==> src/rtl/rtgp_pkg.sv <==
// rtgp_pkg: shared constants, types and the sign-magnitude decode for the
// radar target frame parser; no dependencies
`default_nettype none

package rtgp_pkg;

	// default number of targets in one frame, and bytes per target
	localparam int TARGET_COUNT_DEF = 3;
	localparam int TGT_BYTES        = 8;
	localparam int SLOT_W           = 3;

	// header and tail bytes
	localparam logic [7:0] HDR_0  = 8'hAA;
	localparam logic [7:0] HDR_1  = 8'hFF;
	localparam logic [7:0] HDR_2  = 8'h03;
	localparam logic [7:0] HDR_3  = 8'h00;
	localparam logic [7:0] TAIL_0 = 8'h55;
	localparam logic [7:0] TAIL_1 = 8'hCC;

	// sign-magnitude word layout
	localparam logic [15:0] SIGN_MASK = 16'h8000;
	localparam logic [15:0] MAG_MASK  = 16'h7FFF;

	// hunt phases
	typedef enum logic [4:0] {
		PH_WAIT_AA = 5'b00001,
		PH_WAIT_FF = 5'b00010,
		PH_WAIT_03 = 5'b00100,
		PH_WAIT_00 = 5'b01000,
		PH_BODY    = 5'b10000
	} phase_t;

	// one finished target, raw words
	typedef struct packed {
		logic              we;
		logic [SLOT_W-1:0] slot;
		logic              present;
		logic [15:0]       wx;
		logic [15:0]       wy;
		logic [15:0]       ws;
	} tgt_wr_t;

	// what the byte now offered at the input would finish
	typedef struct packed {
		logic              tgt_end;
		logic              frame_end;
		logic [SLOT_W-1:0] slot;
	} hunt_stat_t;

	// drain progress of the result side
	typedef struct packed {
		logic              active;
		logic [SLOT_W-1:0] idx;
	} drain_stat_t;

	// bit 15 set: positive magnitude, else negated; minus zero gives zero
	function automatic logic signed [15:0] sm_decode(input logic [15:0] w);
		logic [15:0] mag;
		mag = w & MAG_MASK;
		if ((w & SIGN_MASK) != 16'h0000)
			sm_decode = signed'(mag);
		else
			sm_decode = signed'(16'h0000 - mag);
	endfunction

endpackage

`default_nettype wire

==> src/rtl/rtgp_hunt.sv <==
// rtgp_hunt: header hunt, body byte counter, target word assembly, tail check
// depends on rtgp_pkg
`default_nettype none

module rtgp_hunt #(
	parameter int TARGET_COUNT = rtgp_pkg::TARGET_COUNT_DEF
) (
	input  wire logic                 clk,
	input  wire logic                 arst_n,
	input  wire logic                 in_fire,
	input  wire logic [7:0]           rx_byte,
	output rtgp_pkg::hunt_stat_t      stat,
	output rtgp_pkg::tgt_wr_t         wr_s1,
	output logic                      done_s1
);
	import rtgp_pkg::*;

	localparam int TGT_END  = TGT_BYTES * TARGET_COUNT;
	localparam int BODY_LEN = TGT_END + 2;
	localparam int CNT_W    = $clog2(BODY_LEN);

	phase_t           phase_q;
	logic [CNT_W-1:0] byte_count_q;
	logic [7:0]       tbyte_q [7];
	logic             tail55_q;
	logic [2:0]       pos;
	logic             in_body;
	logic [15:0]      wd;

	// decode of the current position in the body
	assign in_body        = (phase_q == PH_BODY);
	assign pos            = byte_count_q[2:0];
	assign stat.tgt_end   = in_body && (byte_count_q < CNT_W'(TGT_END)) && (pos == 3'd7);
	assign stat.frame_end = in_body && (byte_count_q == CNT_W'(BODY_LEN - 1));
	assign stat.slot      = SLOT_W'(byte_count_q >> 3);
	assign wd             = {rx_byte, tbyte_q[6]};

	// header hunt and body counter
	always_ff @(posedge clk or negedge arst_n) begin
		if (!arst_n) begin
			phase_q      <= PH_WAIT_AA;
			byte_count_q <= '0;
		end else if (in_fire) begin
			case (phase_q)
				PH_WAIT_FF: phase_q <= (rx_byte == HDR_1) ? PH_WAIT_03 : PH_WAIT_AA;
				PH_WAIT_03: phase_q <= (rx_byte == HDR_2) ? PH_WAIT_00 : PH_WAIT_AA;
				PH_WAIT_00: begin
					byte_count_q <= '0;
					phase_q      <= (rx_byte == HDR_3) ? PH_BODY : PH_WAIT_AA;
				end
				PH_BODY: begin
					if (stat.frame_end) begin
						byte_count_q <= '0;
						phase_q      <= PH_WAIT_AA;
					end else begin
						byte_count_q <= byte_count_q + CNT_W'(1);
					end
				end
				default: phase_q <= (rx_byte == HDR_0) ? PH_WAIT_FF : PH_WAIT_AA;
			endcase
		end
	end

	// target bytes and first tail byte
	always_ff @(posedge clk) begin
		if (in_fire && in_body) begin
			if (pos != 3'd7)
				tbyte_q[pos] <= rx_byte;
			if (byte_count_q == CNT_W'(TGT_END))
				tail55_q <= (rx_byte == TAIL_0);
		end
	end

	// finished target and frame, registered
	always_ff @(posedge clk or negedge arst_n) begin
		if (!arst_n) begin
			wr_s1   <= '0;
			done_s1 <= 1'b0;
		end else begin
			wr_s1.we   <= in_fire && stat.tgt_end;
			wr_s1.slot <= stat.slot;
			wr_s1.wx   <= {tbyte_q[1], tbyte_q[0]};
			wr_s1.wy   <= {tbyte_q[3], tbyte_q[2]};
			wr_s1.ws   <= {tbyte_q[5], tbyte_q[4]};
			wr_s1.present <= (tbyte_q[0] != 8'h00) || (tbyte_q[1] != 8'h00) ||
				(tbyte_q[2] != 8'h00) || (tbyte_q[3] != 8'h00) ||
				(tbyte_q[4] != 8'h00) || (tbyte_q[5] != 8'h00) || (wd != 16'h0000);
			done_s1 <= in_fire && stat.frame_end && tail55_q && (rx_byte == TAIL_1);
		end
	end

endmodule

`default_nettype wire

==> src/rtl/rtgp_slot_buf.sv <==
// rtgp_slot_buf: per-target word buffer, drain sequencing and result register
// depends on rtgp_pkg
`default_nettype none

module rtgp_slot_buf #(
	parameter int TARGET_COUNT = rtgp_pkg::TARGET_COUNT_DEF
) (
	input  wire logic                   clk,
	input  wire logic                   arst_n,
	input  rtgp_pkg::tgt_wr_t           wr_s1,
	input  wire logic                   done_s1,
	output rtgp_pkg::drain_stat_t       drain,
	output logic                        out_valid,
	input  wire logic                   out_ready,
	output logic [2:0]                  target_slot,
	output logic                        present,
	output logic signed [15:0]          pos_x_mm,
	output logic signed [15:0]          pos_y_mm,
	output logic signed [15:0]          speed_mm_s,
	output logic                        last_target
);
	import rtgp_pkg::*;

	localparam int IDX_W = (TARGET_COUNT > 1) ? $clog2(TARGET_COUNT) : 1;

	logic [15:0]      x_buf [TARGET_COUNT];
	logic [15:0]      y_buf [TARGET_COUNT];
	logic [15:0]      s_buf [TARGET_COUNT];
	logic             p_buf [TARGET_COUNT];
	logic             active_q;
	logic [IDX_W-1:0] idx_q;
	logic             load;
	logic             is_last;

	assign load         = active_q && (!out_valid || out_ready);
	assign is_last      = (idx_q == IDX_W'(TARGET_COUNT - 1));
	assign drain.active = active_q;
	assign drain.idx    = SLOT_W'(idx_q);

	// target buffer write
	always_ff @(posedge clk) begin
		if (wr_s1.we) begin
			x_buf[wr_s1.slot[IDX_W-1:0]] <= wr_s1.wx;
			y_buf[wr_s1.slot[IDX_W-1:0]] <= wr_s1.wy;
			s_buf[wr_s1.slot[IDX_W-1:0]] <= wr_s1.ws;
			p_buf[wr_s1.slot[IDX_W-1:0]] <= wr_s1.present;
		end
	end

	// drain sequencing and result valid
	always_ff @(posedge clk or negedge arst_n) begin
		if (!arst_n) begin
			active_q  <= 1'b0;
			idx_q     <= '0;
			out_valid <= 1'b0;
		end else begin
			if (done_s1) begin
				active_q <= 1'b1;
				idx_q    <= '0;
			end else if (load) begin
				if (is_last)
					active_q <= 1'b0;
				else
					idx_q <= idx_q + IDX_W'(1);
			end
			if (load)
				out_valid <= 1'b1;
			else if (out_ready)
				out_valid <= 1'b0;
		end
	end

	// result payload
	always_ff @(posedge clk) begin
		if (load) begin
			target_slot <= 3'(idx_q);
			present     <= p_buf[idx_q];
			pos_x_mm    <= sm_decode(x_buf[idx_q]);
			pos_y_mm    <= sm_decode(y_buf[idx_q]);
			speed_mm_s  <= sm_decode(s_buf[idx_q]);
			last_target <= is_last;
		end
	end

endmodule

`default_nettype wire

==> src/rtl/radar_target_frame_parser.sv <==
// radar_target_frame_parser: top level, byte stream in, decoded targets out
// depends on rtgp_pkg, rtgp_hunt, rtgp_slot_buf
//
//   channel   handshake              payload
//   input     in_valid / in_ready    rx_byte
//   output    out_valid / out_ready  target_slot present pos_x_mm pos_y_mm
//                                    speed_mm_s last_target
//
// one byte per cycle while in_ready is high; a good tail gives TARGET_COUNT results,
// one per cycle unless out_ready stalls them, read from the target buffer
// arst_n clears the hunt phase, byte counter and drain state; buffers hold junk
// in_ready drops only for a byte that would overwrite a target not yet moved
// into the result register, or close a frame while the last one still drains
`default_nettype none

module radar_target_frame_parser #(
	parameter int TARGET_COUNT = rtgp_pkg::TARGET_COUNT_DEF
) (
	input  wire logic          clk,
	input  wire logic          arst_n,
	input  wire logic          in_valid,
	output logic               in_ready,
	input  wire logic [7:0]    rx_byte,
	output logic               out_valid,
	input  wire logic          out_ready,
	output logic [2:0]         target_slot,
	output logic               present,
	output logic signed [15:0] pos_x_mm,
	output logic signed [15:0] pos_y_mm,
	output logic signed [15:0] speed_mm_s,
	output logic               last_target
);
	import rtgp_pkg::*;

	hunt_stat_t  hstat;
	drain_stat_t dstat;
	tgt_wr_t     wr_s1;
	logic        done_s1;
	logic        in_fire;

	// input backpressure against undrained targets
	assign in_ready = !(dstat.active && hstat.tgt_end && (hstat.slot >= dstat.idx)) &&
		!(dstat.active && hstat.frame_end);
	assign in_fire  = in_valid && in_ready;

	rtgp_hunt #(.TARGET_COUNT(TARGET_COUNT)) u_hunt (
		.clk     (clk),
		.arst_n  (arst_n),
		.in_fire (in_fire),
		.rx_byte (rx_byte),
		.stat    (hstat),
		.wr_s1   (wr_s1),
		.done_s1 (done_s1)
	);

	rtgp_slot_buf #(.TARGET_COUNT(TARGET_COUNT)) u_slot_buf (
		.clk         (clk),
		.arst_n      (arst_n),
		.wr_s1       (wr_s1),
		.done_s1     (done_s1),
		.drain       (dstat),
		.out_valid   (out_valid),
		.out_ready   (out_ready),
		.target_slot (target_slot),
		.present     (present),
		.pos_x_mm    (pos_x_mm),
		.pos_y_mm    (pos_y_mm),
		.speed_mm_s  (speed_mm_s),
		.last_target (last_target)
	);

endmodule

`default_nettype wire

==> config.mk <==
export PLATFORM = sky130hd
export DESIGN_NAME = radar_target_frame_parser
export DESIGN_NICKNAME = d
export VERILOG_FILES = /design/src/rtl/rtgp_pkg.sv /design/src/rtl/rtgp_hunt.sv /design/src/rtl/rtgp_slot_buf.sv /design/src/rtl/radar_target_frame_parser.sv
export SDC_FILE = /design/constraint.sdc
export NUM_CORES = 1
export LEC_CHECK = 0
export ABC_AREA = 0
export ABC_CLOCK_PERIOD_IN_PS = 8950
export BUFFER_PORTS_ARGS = -buffer_cell sky130_fd_sc_hd__buf_2
export CAP_MARGIN = 20
export CORE_MARGIN = 5
export CORE_UTILIZATION = 30
export CTS_CLUSTER_DIAMETER = 150
export DETAILED_ROUTE_END_ITERATION = 10
export GPL_TIMING_DRIVEN = 0
export SLEW_MARGIN = 20
export SYNTH_ARGS = -nofsm -noshare
export SYNTH_HDL_FRONTEND = slang
export SYNTH_HIERARCHICAL = 1
export SYNTH_SLANG_ARGS = --single-unit
export TNS_END_PERCENT = 30
==> constraint.sdc <==
create_clock -name clk -period 8.95 [get_ports clk]
set_input_delay 0 -clock clk [delete_from_list [all_inputs] [get_ports clk]]
set_output_delay 0 -clock clk [all_outputs]
set_load 0.005 [all_outputs]
Yosys cells after proc, flatten, opt, wreduce, memory -nomap -nowiden
Memory sizes are Yosys's and may differ from the RTL's. A register that Yosys moved wholly into a read port is not among the register bits.
Index checks and enable logic that the tools add are counted.
{"block": "word_totals", "ramBits": 203, "n_memories": 5, "input_bits": 12, "latchBits": 0, "regBits": 119, "output_inout_bits": 55, "word_cells": 114, "romBits": 0}
{"block": "op_classes", "div": 0, "n_eq_ne": 16, "n_shift": 0, "reduce_logical": 41, "magnitude_cmp": 2, "bitwise": 0, "mux": 24, "mul": 0, "n_addsub": 5}
{"memory": "u_hunt.tbyte_q", "words": 7, "word_bits": 8, "read_ports": 7, "rd_ports_with_merged_regs": 0, "write_ports": 1, "line": "rtgp_hunt.sv:24", "text": "logic [7:0] tbyte_q [7];"}
{"memory": "u_slot_buf.s_buf", "words": 3, "word_bits": 16, "read_ports": 1, "rd_ports_with_merged_regs": 0, "write_ports": 1, "line": "rtgp_slot_buf.sv:28", "text": "logic [15:0] s_buf [TARGET_COUNT];"}
{"memory": "u_slot_buf.x_buf", "words": 3, "word_bits": 16, "read_ports": 1, "rd_ports_with_merged_regs": 0, "write_ports": 1, "line": "rtgp_slot_buf.sv:26", "text": "logic [15:0] x_buf [TARGET_COUNT];"}
{"memory": "u_slot_buf.y_buf", "words": 3, "word_bits": 16, "read_ports": 1, "rd_ports_with_merged_regs": 0, "write_ports": 1, "line": "rtgp_slot_buf.sv:27", "text": "logic [15:0] y_buf [TARGET_COUNT];"}
{"memory": "u_slot_buf.p_buf", "words": 3, "word_bits": 1, "read_ports": 1, "rd_ports_with_merged_regs": 1, "write_ports": 1, "line": "rtgp_slot_buf.sv:29", "text": "logic p_buf [TARGET_COUNT];"}
{"operator": "$reduce_bool 8->1", "n": 6}
{"operator": "$sub 1x15->16 const A", "n": 3}
{"operator": "$mux 15", "n": 3}
{"operator": "$eq 8x8->1 const B", "n": 3}
{"operator": "$pmux 5 s4", "n": 1}
{"operator": "$reduce_bool 16->1", "n": 1}
{"operator": "$eq 5x5->1 const B", "n": 3}
{"operator": "$mux 5", "n": 3}
{"operator": "$logic_and 1x1->1", "n": 14}
{"operator": "$mux 1", "n": 10}
{"operator": "$pmux 5 s2", "n": 1}
{"operator": "$reduce_and 2->1", "n": 5}
{"operator": "$eq 8x2->1 const B", "n": 1}
{"operator": "$eq 8x7->1 const B", "n": 1}
{"operator": "$logic_not 8->1", "n": 1}
{"operator": "$mux 2", "n": 4}
{"operator": "$reduce_bool 2->1", "n": 4}
{"operator": "$logic_or 1x1->1", "n": 7}
{"operator": "$add 5x1->5 const B", "n": 1}
{"operator": "$eq 5x2->1 const B", "n": 1}
{"operator": "$eq 5x3->1 const B", "n": 1}
{"operator": "$eq 5x4->1 const B", "n": 1}
{"operator": "$lt 5x5->1 const B", "n": 1}
{"operator": "$mux 4", "n": 1}
{"operator": "other kinds (8)", "n": 11}

Depth between registers and ports, before layout
Gate-level depths: netlist of run 1.
{"block": "logic_depth", "depth_word": 11, "ltp_mapped": 10, "depth_no_buf": 9}

Cells and area by module
The synthesis of run 1 kept the hierarchy.
{"mod": "rtgp_slot_buf", "seq_area_each_um2": 6075.8, "area_per_inst_um2": 8612.0, "instances": 1, "cells_per_inst": 513}
{"mod": "rtgp_hunt", "seq_area_each_um2": 3289.4, "area_per_inst_um2": 4098.9, "instances": 1, "cells_per_inst": 244}
{"mod": "radar_target_frame_parser", "seq_area_each_um2": 0.0, "area_per_inst_um2": 97.6, "instances": 1, "cells_per_inst": 14}

Worst setup path before layout of run 1
Ideal clock, no wire load.
{"block": "synth_path", "kind": "register to register", "from": "register, netlist name u_hunt/wr_s1[50]", "to": "memory u_slot_buf.p_buf[0], enable pin", "required_ns": 8.424, "setup_slack_ns": 4.433, "stages_incl_launch_ff": 2, "t_arrival_ns": 3.991, "setup_time_ns": 0.526, "period_less_slack_ns": 4.517, "path_buffers": 0, "path_cell_list": "dfrtp_1 > nor3b_1"}
{"item": "end: declaration", "line": "rtgp_slot_buf.sv:29"}
No word-level cell before the write port.

==> flow_metrics.tcl, run 1 <==
set metrics [dict create \
    num_antenna_cells 0 \
    start_util_pct 30.45 \
    wire_per_inst_microns 17.90 \
    finish.utilization_pct 36.37 \
    cts-buffers-inserted 36 \
    power.internal_mw 2.500 \
    seqPwrFrac_pct 52.1 \
    hold_buffers 11 \
    critPathKind "reg -> reg" \
    total_power_mw 3.082 \
    die_h_microns 216.6 \
    setup.worst_path.end_class "flip-flop" \
    rsz0062_at_grt "false" \
    initialDrtViolationCount 388 \
    antenna_found_initial 0 \
    whs_ns 0.03116 \
    max_stage_delay_ns 0.61 \
    tritoncts "built" \
    cp_slowest_cell "a311oi_2" \
    grt.total_usage_pct 10.96 \
    routabilityCongestion 0.7804 \
    port_buffers 65 \
    cp_num_buf_inv 2 \
    worst_hold_path_type "in -> async" \
    sw_frac_of_total_pct 18.88 \
    avgSynthCellArea_sq_um 16.62 \
    stdcell_count 1462 \
    ys.warnings.count 6 \
    p_leak_nw 5.244 \
    drv_slew 0 \
    mappedNetlistArea_sq_mm 0.01280 \
    crit_fanout 8 \
    firstDrtPassIters 5 \
    cts_buffer_depth 3 \
    fin_crit_ns 3.953 \
    period_share_pct 44.17 \
    syn_inst 770 \
    arrival_ns 4.14 \
    cap_violations 0 \
    p_per_area_mw_per_mm2 201.6 \
    core_area_sq_mm 0.04204 \
    grt_pass1_vias 6939 \
    dp_hpwl_microns 18240 \
    drcViolationCount 0 \
    postRouteAntennaNets 0 \
    path_cells "inv_1, ha_1, and4b_1, and3_1, and2_0, a311oi_2, nand3_1, or3_1, nor3_1, buf_2" \
    setup_viol 0 \
    die_w_microns 216.6 \
    grt_max_degree 51 \
    finalClockSkew_ns 0.02579 \
    grt-ovfl-total 0 \
    tightestPinTransition_ns 0.8410 \
    drive_above_1_share_pct 24.49 \
    totalWireLength_microns 26170 \
    vias 6838 \
    cts_htree_levels 2 \
    cts_sinks 323 \
    dp.cells 1387 \
    clk_latency_ns 0.51 \
    io_pins 67 \
    post-cts-setup-buffer-count 0 \
    start_kind "flip-flop" \
    cts_resized 0 \
    clkTransAtPathRegs_ns 0.06 \
    fmax_ghz 0.2530 \
    switchingPower_uw 581.9 \
    grt_pass1_wl_microns 40600 \
    slew_headroom_pct 43.42 \
    core.rowCount 75 \
    setup_tns_ns 0 \
    critical_path_required_ns 9.14 \
    fin_nets 920 \
    drt-vias-per-instance 4.677 \
    critPathTopFamily "simple AND/OR/NAND/NOR gates" \
    clock-root-buffer "clkbuf_16" \
    hold_viol 0 \
    p_comb_share_pct 1.0 \
    dieArea_sq_mm 0.04690 \
    clockPowerShare_pct 46.8 \
    syn2layout_area_growth_pct 19.44 \
    fill_cells 3947 \
    status "completed" \
    ir_worst_vdd_mv 0.1281 \
]
==> per-layer routing <==
| layer | vias to the layer above | track usage, % | wire length, microns |
|---|---|---|---|
| met5 | - | 0 | 0 |
| met4 | 0 | 2.798 | 426 |
| met3 | 30 | 2.289 | 1200 |
| met2 | 150 | 18.33 | 12850 |
| met1 | 3436 | 14.68 | 11690 |
| li1 | 3222 | - | - |
==> state kept, by name, indices dropped and copies added (netlist names), 2 cells and up <==
register                flops
u_hunt/tbyte_q             56
u_hunt/wr_s1               52
u_slot_buf/s_buf           48
u_slot_buf/x_buf           48
u_slot_buf/y_buf           48
u_slot_buf/pos_x_mm        16
u_slot_buf/pos_y_mm        16
u_slot_buf/speed_mm_s      16
u_hunt/byte_count_q         5
u_hunt/phase_q              5
u_slot_buf/p_buf            3
u_slot_buf/idx_q            2
u_slot_buf/target_slot      2
==> cells in the final DEF (no fill, tap or decap), drive strengths merged, types with 4 or more instances in the layout <==
cell	n
nand2b	4
clkbuf	53
mux2i	49
and4	4
a21oi	6
buf	105
dlygate4sd3	11
a31oi	7
nand4	16
mux2	36
o41ai	5
o31ai	13
xnor2	19
and3	6
o211ai	5
xor2	18
o21ai	29
nor2	27
or4	5
nor4	26
nand2	44
a22o	4
edfxtp	256
nand3	10
inv	17
dfrtp	66
nor2b	4
and2	6
clkinv	7
o21a	5
a211oi	4
nor3	4
ha	11
==> final timing paths <==
path / start / endpoint / slack [ns] / cells after the start
setup reg to reg: u_hunt/byte_count_q[1] / u_hunt/tbyte_q[0][3] / 5.00 / 10
max in group asynchronous: arst_n / u_hunt/wr_s1[41] / 7.67 / 3
min in group clk: in_valid / u_hunt/wr_s1[52] / 0.09 / 5
setup / recovery: u_hunt/byte_count_q[1] / u_hunt/tbyte_q[0][3] / 5.00 / 10
hold reg to reg: u_hunt/tbyte_q[3][3] / u_hunt/wr_s1[27] / 0.37 / 0
hold / removal: arst_n / u_hunt/phase_q[0] / 0.03 / 2
==> worst register-to-register path: cells and delay by family, from the launching register on <==
kind / cells / cell delay [ns]
buf+inv: 2 / 0.43
simple gates: 6 / 1.93
compound gates: 1 / 0.61
fa+ha+maj: 1 / 0.19
flops: 1 / 0.49
==> per-stage QoR <==
step | cell area (sq um) | setup slack [ns]
after floorplan | 12800 | 4.433
after global placement | 13800 | 1.353
after detailed placement | 14000 | 4.658
after CTS | 15280 | 4.637
after global routing | 15290 | 4.776
final | 15290 | 4.997
==> cell type report <==
type	instances	area (sq um)	share of cell area, %
sequential	323	9365	61.25
multi-input combinational	402	3173	20.75
clock buffer	50	1015	6.637
tap	539	674.4	4.411
timing repair buffer	88	603.1	3.944
buffer	31	240.2	1.571
clock inverter	14	162.7	1.064
inverter	15	56.30	0.3682
==> power groups by stage <==
stage / Clock [mW] / Sequential, mW / Combinational (mW)
2_1_floorplan: 0 / 1.64 / 0.00851
3_3_place_gp: 0 / 1.64 / 0.0267
3_5_place_dp: 0 / 1.64 / 0.0285
4_1_cts: 1.48 / 1.61 / 0.0325
5_1_grt: 1.55 / 1.61 / 0.0359
6_report: 1.44 / 1.61 / 0.0321
No activity file was read; power rests on OpenSTA's default activity.
==> inputs of run 2 (changes only) <==
Settings changed: ABC_CLOCK_PERIOD_IN_PS 8950 to 3650.
Clock period 8.95 ns to 3.65 ns, I/O delays scaled along.
==> flow_metrics.tcl, run 2 (same netlist as run 1, synthesis figures left out) <==
set metrics [dict create \
    status "finished with violations" \
    violations "hold timing" \
    layout_common_cells "256 x edfxtp_1, 75 x buf_2, 66 x dfrtp_1" \
    dp.cells 1384 \
    die_h_microns 216.6 \
    setup.worst_path.end_class "flip-flop" \
    whs_ns -0.001352 \
    critPathKind "reg -> reg" \
    cts_sinks 323 \
    totalWireLength_microns 26180 \
    p_leak_nw 5.204 \
    regMostFlops "u_hunt/tbyte_q" \
    vias 6760 \
    initialDrtViolationCount 388 \
    core_area_sq_mm 0.04204 \
    layout_setup_ws_ns 0.1907 \
    tritoncts "built" \
    antenna_found_initial 0 \
    p_per_area_mw_per_mm2 469.5 \
    cap_violations 0 \
    postRouteAntennaNets 0 \
    grt-ovfl-total 0 \
    drt-vias-per-instance 4.636 \
    syn2layout_area_growth_pct 19.45 \
    finalClockSkew_ns 0.01042 \
    finish.utilization_pct 36.37 \
    fin_crit_ns 3.459 \
    clock-root-buffer "clkbuf_16" \
    cts_htree_levels 1 \
    die_w_microns 216.6 \
    start_kind "flip-flop" \
    grt_max_degree 51 \
    ir_worst_vdd_mv 0.2798 \
    wire_per_inst_microns 17.95 \
    rrSetupSlack_ns 0.19 \
    setup_tns_ns 0 \
    firstDrtPassIters 4 \
    fmax_ghz 0.2891 \
    clk_latency_ns 0.55 \
    arrival_ns 3.76 \
    tightestPinTransition_ns 0.8825 \
    worst_hold_path_type "in -> reg" \
    critical_path_required_ns 3.95 \
    post-place-ws_ns -0.5965 \
    num_antenna_cells 0 \
    start_util_pct 30.45 \
    drcViolationCount 0 \
    grt_pass1_wl_microns 40710 \
    fin_nets 918 \
    grt_pass1_vias 6884 \
    core.rowCount 75 \
    port_buffers 65 \
    crit_fanout 10 \
    setup_viol 0 \
    path_cells "buf_6, buf_2, clkbuf_4, mux2i_2, ha_1, inv_1, or4b_4, or4_1, and3_1" \
    dp_hpwl_microns 18080 \
    io_pins 67 \
    final_common_cell "edfxtp_1" \
    hold_viol 1 \
    max_stage_delay_ns 0.57 \
    cts_buffer_depth 3 \
    grt.total_usage_pct 11.02 \
    dieArea_sq_mm 0.04690 \
    stdcell_count 1458 \
    cts-buffers-inserted 31 \
    routabilityCongestion 0.7718 \
    largest_reg_flops 56 \
    drv_slew 0 \
    total_power_mw 7.178 \
    rsz0062_at_grt "false" \
    drive_above_1_share_pct 25.46 \
    period_share_pct 94.77 \
    slew_headroom_pct 40.63 \
    clkTransAtPathRegs_ns 0.06 \
    top_regs "u_hunt/tbyte_q (56), u_hunt/wr_s1 (52)" \
    cp_slowest_cell "or4b_4" \
]
-- run 2: cell types whose count changed in the layout (fill, tap and decap cells not counted), sizes merged --
cell,before,now
buf,105,106
bufinv,3,1
clkbuf,53,50
clkinv,7,8
clkinvlp,2,1
dlygate4sd3,11,12
inv,17,16
-- run 2: cell type report --
class | instances | area, sq um
fillers | 3942 | 26750
repair buffers | 91 | 674.4
flip-flops and latches | 323 | 9365
plain buffers | 31 | 242.7
well taps | 539 | 674.4
inverters | 15 | 56.30
clock inverters | 11 | 90.09
multi-input cells | 402 | 3246
clock buffers | 46 | 942.2
-- run 2: where the power goes --
group / leakage, nW / switching [mW] / internal, mW
registers: 3.12 / 0.000238 / 3.94
clock network: 0.516 / 1.31 / 1.85
logic: 1.56 / 0.0522 / 0.0301
total: 5.20 / 1.36 / 5.82
-- run 2: critical path, delay by kind of cell, from the launching register on --
family / cells / cell delay [ns]
muxes: 1 / 0.41
adders and majority gates: 1 / 0.28
buffers and inverters: 4 / 0.90
DFF: 1 / 0.42
and+or+nand+nor: 3 / 1.20
-- run 2: timing repair --
item	4_1_cts	5_1_grt
setup buffers	1	4
resized for setup	9	6
endpoints found under the hold margin	130	0
cloned	0	0
hold buffers	12	0
endpoints found under the setup margin	56	57
pin swaps	0	2
-- run 2: final timing paths --
path	from	end	depth (start not counted)
max in group asynchronous	arst_n	u_hunt/wr_s1[14]	4
max	u_slot_buf/idx_q[1]	u_slot_buf/speed_mm_s[14]	9
min	in_valid	u_hunt/wr_s1[52]	5
max reg2reg	u_slot_buf/idx_q[1]	u_slot_buf/speed_mm_s[14]	9
min reg2reg	u_hunt/tbyte_q[3][4]	u_hunt/wr_s1[28]	0
min in group asynchronous	arst_n	u_hunt/phase_q[0]	3
-- run 2: per-layer routing --
metal  GRT usage [%]  routed length [microns]
met4           2.862                      398
met5               0                        0
met1           14.65                    11620
met2           18.83                    12970
met3           1.898                     1194
-- run 2: per-stage QoR --
stage          area (sq um)  hold slack [ns]
6_report              15290        -0.001352
3_3_place_gp          13810           0.3621
2_1_floorplan         12810          -0.2956
3_5_place_dp          14010         -0.09475
4_1_cts               15220         0.001938
5_1_grt               15290          0.01890
==> inputs of run 3 (changes only) <==
Settings changed: CORE_UTILIZATION 30 to 35, CTS_BUF_LIST set to sky130_fd_sc_hd__clkbuf_4 sky130_fd_sc_hd__clkbuf_8.
==> flow_metrics.tcl, run 3 (same netlist as run 1, synthesis figures left out) <==
set metrics [dict create \
    totalWireLength_microns 25750 \
    path_cells "buf_6, buf_8, buf_8, mux2_4, mux2i_2, ha_1, inv_1, or4b_4, or4_1, and3_1" \
    p_comb_share_pct 1.2 \
    io_pins 67 \
    setup.worst_path.end_class "flip-flop" \
    core_area_sq_mm 0.03635 \
    postRouteAntennaNets 0 \
    start_util_pct 35.22 \
    worstSetupStartpoint "u_slot_buf/idx_q[0]" \
    wire_per_inst_microns 18.07 \
    grt_pass1_vias 7057 \
    dp_hpwl_microns 17570 \
    cpMostUsedCell "buf_8" \
    clock-root-buffer "clkbuf_8" \
    grt-ovfl-total 0 \
    fin_nets 941 \
    setup_viol 0 \
    layout_common_cells "256 x edfxtp_1, 74 x buf_2, 65 x dfrtp_1" \
    fmax_ghz 0.2954 \
    regMostFlops "u_hunt/tbyte_q" \
    crit_fanout 10 \
    hold_viol 0 \
    clkTransAtPathRegs_ns 0.06 \
    holdCritStartpoint "out_ready" \
    worst_hold_path_type "in -> reg" \
    whs_ns 0.3152 \
    switchingPower_mw 1.437 \
    slew_headroom_pct 44.33 \
    multi_input_area_sq_mm 0.003246 \
    routabilityCongestion 0.7674 \
    p_per_area_mw_per_mm2 474.4 \
    cp_num_buf_inv 4 \
    arrival_ns 3.69 \
    tritoncts "built" \
    initialDrtViolationCount 366 \
    grt_max_degree 37 \
    cts_sinks 323 \
    cts-buffers-inserted 51 \
    largest_reg_flops 56 \
    drcViolationCount 0 \
    seq_area_sq_mm 0.009366 \
    max_stage_delay_ns 0.56 \
    clk_latency_ns 0.57 \
    grt.total_usage_pct 12.73 \
    drt-vias-per-instance 4.861 \
    start_kind "flip-flop" \
    cts_htree_levels 2 \
    sw_frac_of_total_pct 19.78 \
    grt_pass1_wl_microns 40640 \
    seqPwrFrac_pct 54.2 \
    critPathKind "reg -> reg" \
    clockPowerShare_pct 44.6 \
    final_common_cell "edfxtp_1" \
    core.rowCount 70 \
    fin_crit_ns 3.386 \
    port_buffers 65 \
    critPathTopFamily "simple AND/OR/NAND/NOR gates" \
    die_w_microns 201.2 \
    ir_worst_vdd_mv 0.2109 \
    dieArea_sq_mm 0.04050 \
    die_h_microns 201.2 \
    syn2layout_area_growth_pct 19.58 \
    antenna_found_initial 0 \
    drv_slew 0 \
    tightestPinTransition_ns 0.8274 \
    drive_above_1_share_pct 28.42 \
    reg2reg_from "u_slot_buf/idx_q[0]" \
    vias 6927 \
    top_regs "u_hunt/tbyte_q (56), u_hunt/wr_s1 (52)" \
    num_antenna_cells 0 \
    setup_tns_ns 0 \
    finalClockSkew_ns 0.02342 \
    firstDrtPassIters 4 \
    cap_violations 0 \
    power.internal_mw 5.826 \
    cts_buffer_depth 3 \
    cp_slowest_cell "or4b_4" \
    p_leak_nw 5.285 \
    fill_cells 3232 \
    period_share_pct 92.76 \
    rsz0062_at_grt "false" \
    critical_path_required_ns 3.95 \
    status "completed" \
]
## run 3: changes by cell type in the layout (fill, tap and decap cells not counted), sizes merged
cell      previous run  this run
clkbuf              50        68
clkinv               8        19
bufinv               1         5
buf                106       109
clkinvlp             1         2
inv                 16        17
## run 3: per-stage QoR
stage | setup WS (ns) | total power, mW | cells | util (%) | area [sq um]
3_3_place_gp | -1.175 | 4.079 | 1304 | 37.75 | 13720
6_report | 0.2644 | 7.262 | 1425 | 42.11 | 15310
5_1_grt | 0.1069 | 7.555 | 1425 | 42.11 | 15310
4_1_cts | -0.1172 | 7.374 | 1422 | 41.99 | 15260
2_1_floorplan | 0.02565 | 4.036 | 771 | - | 12810
3_5_place_dp | -0.3588 | 4.083 | 1314 | 38.36 | 13940
## run 3: tightest hold or removal path: cells and delay by family
kind                   cells  cell delay, ns
buffers and inverters      2            0.63
AND/OR/NAND/NOR            2            0.20
## run 3: worst paths after layout
kind / end / slack (ns) / cells past startpoint
max in group asynchronous: u_hunt/phase_q[0] / 2.89 / 4
min in group asynchronous: u_hunt/wr_s1[7] / 0.50 / 4
max reg2reg: u_slot_buf/speed_mm_s[14] / 0.26 / 10
min: u_slot_buf/out_valid / 0.32 / 4
min reg2reg: u_hunt/wr_s1[29] / 0.37 / 0
max: u_slot_buf/speed_mm_s[14] / 0.26 / 10
## run 3: power groups by stage
stage	clock network, mW	registers [mW]	logic [mW]
floorplan	0	4.02	0.0209
global placement	0	4.01	0.0649
detailed placement	0	4.01	0.0690
CTS	3.35	3.94	0.0828
global route	3.52	3.94	0.0947
finish	3.24	3.94	0.0847
## run 3: area by class of cell
cell class	count	share of cell area (%)
Buffer	30	1.553
Clock buffer	64	5.387
Clock inverter	28	1.798
Inverter	15	0.3678
Multi-Input combinational cell	402	21.20
Sequential cell	323	61.19
Tap cell	468	3.825
Timing Repair Buffer	95	4.675
## run 3: repair_timing
| action | 4_1_cts | 5_1_grt |
|---|---|---|
| endpoints found under the hold margin | 137 | 0 |
| hold buffers | 13 | 0 |
| setup buffers | 3 | 4 |
| gates resized for setup | 10 | 5 |
| endpoints found under the setup margin | 56 | 57 |
| pin swaps | 1 | 1 |
| cloned | 0 | 0 |
## run 3: layer usage
layer  track usage, %  wire [microns]  up-vias
li1                 -               -     3269
met1            16.50           11320     3487
met2            21.76           12900      141
met3            2.595            1082       30
met4            3.833             450        0
met5                0               0        -
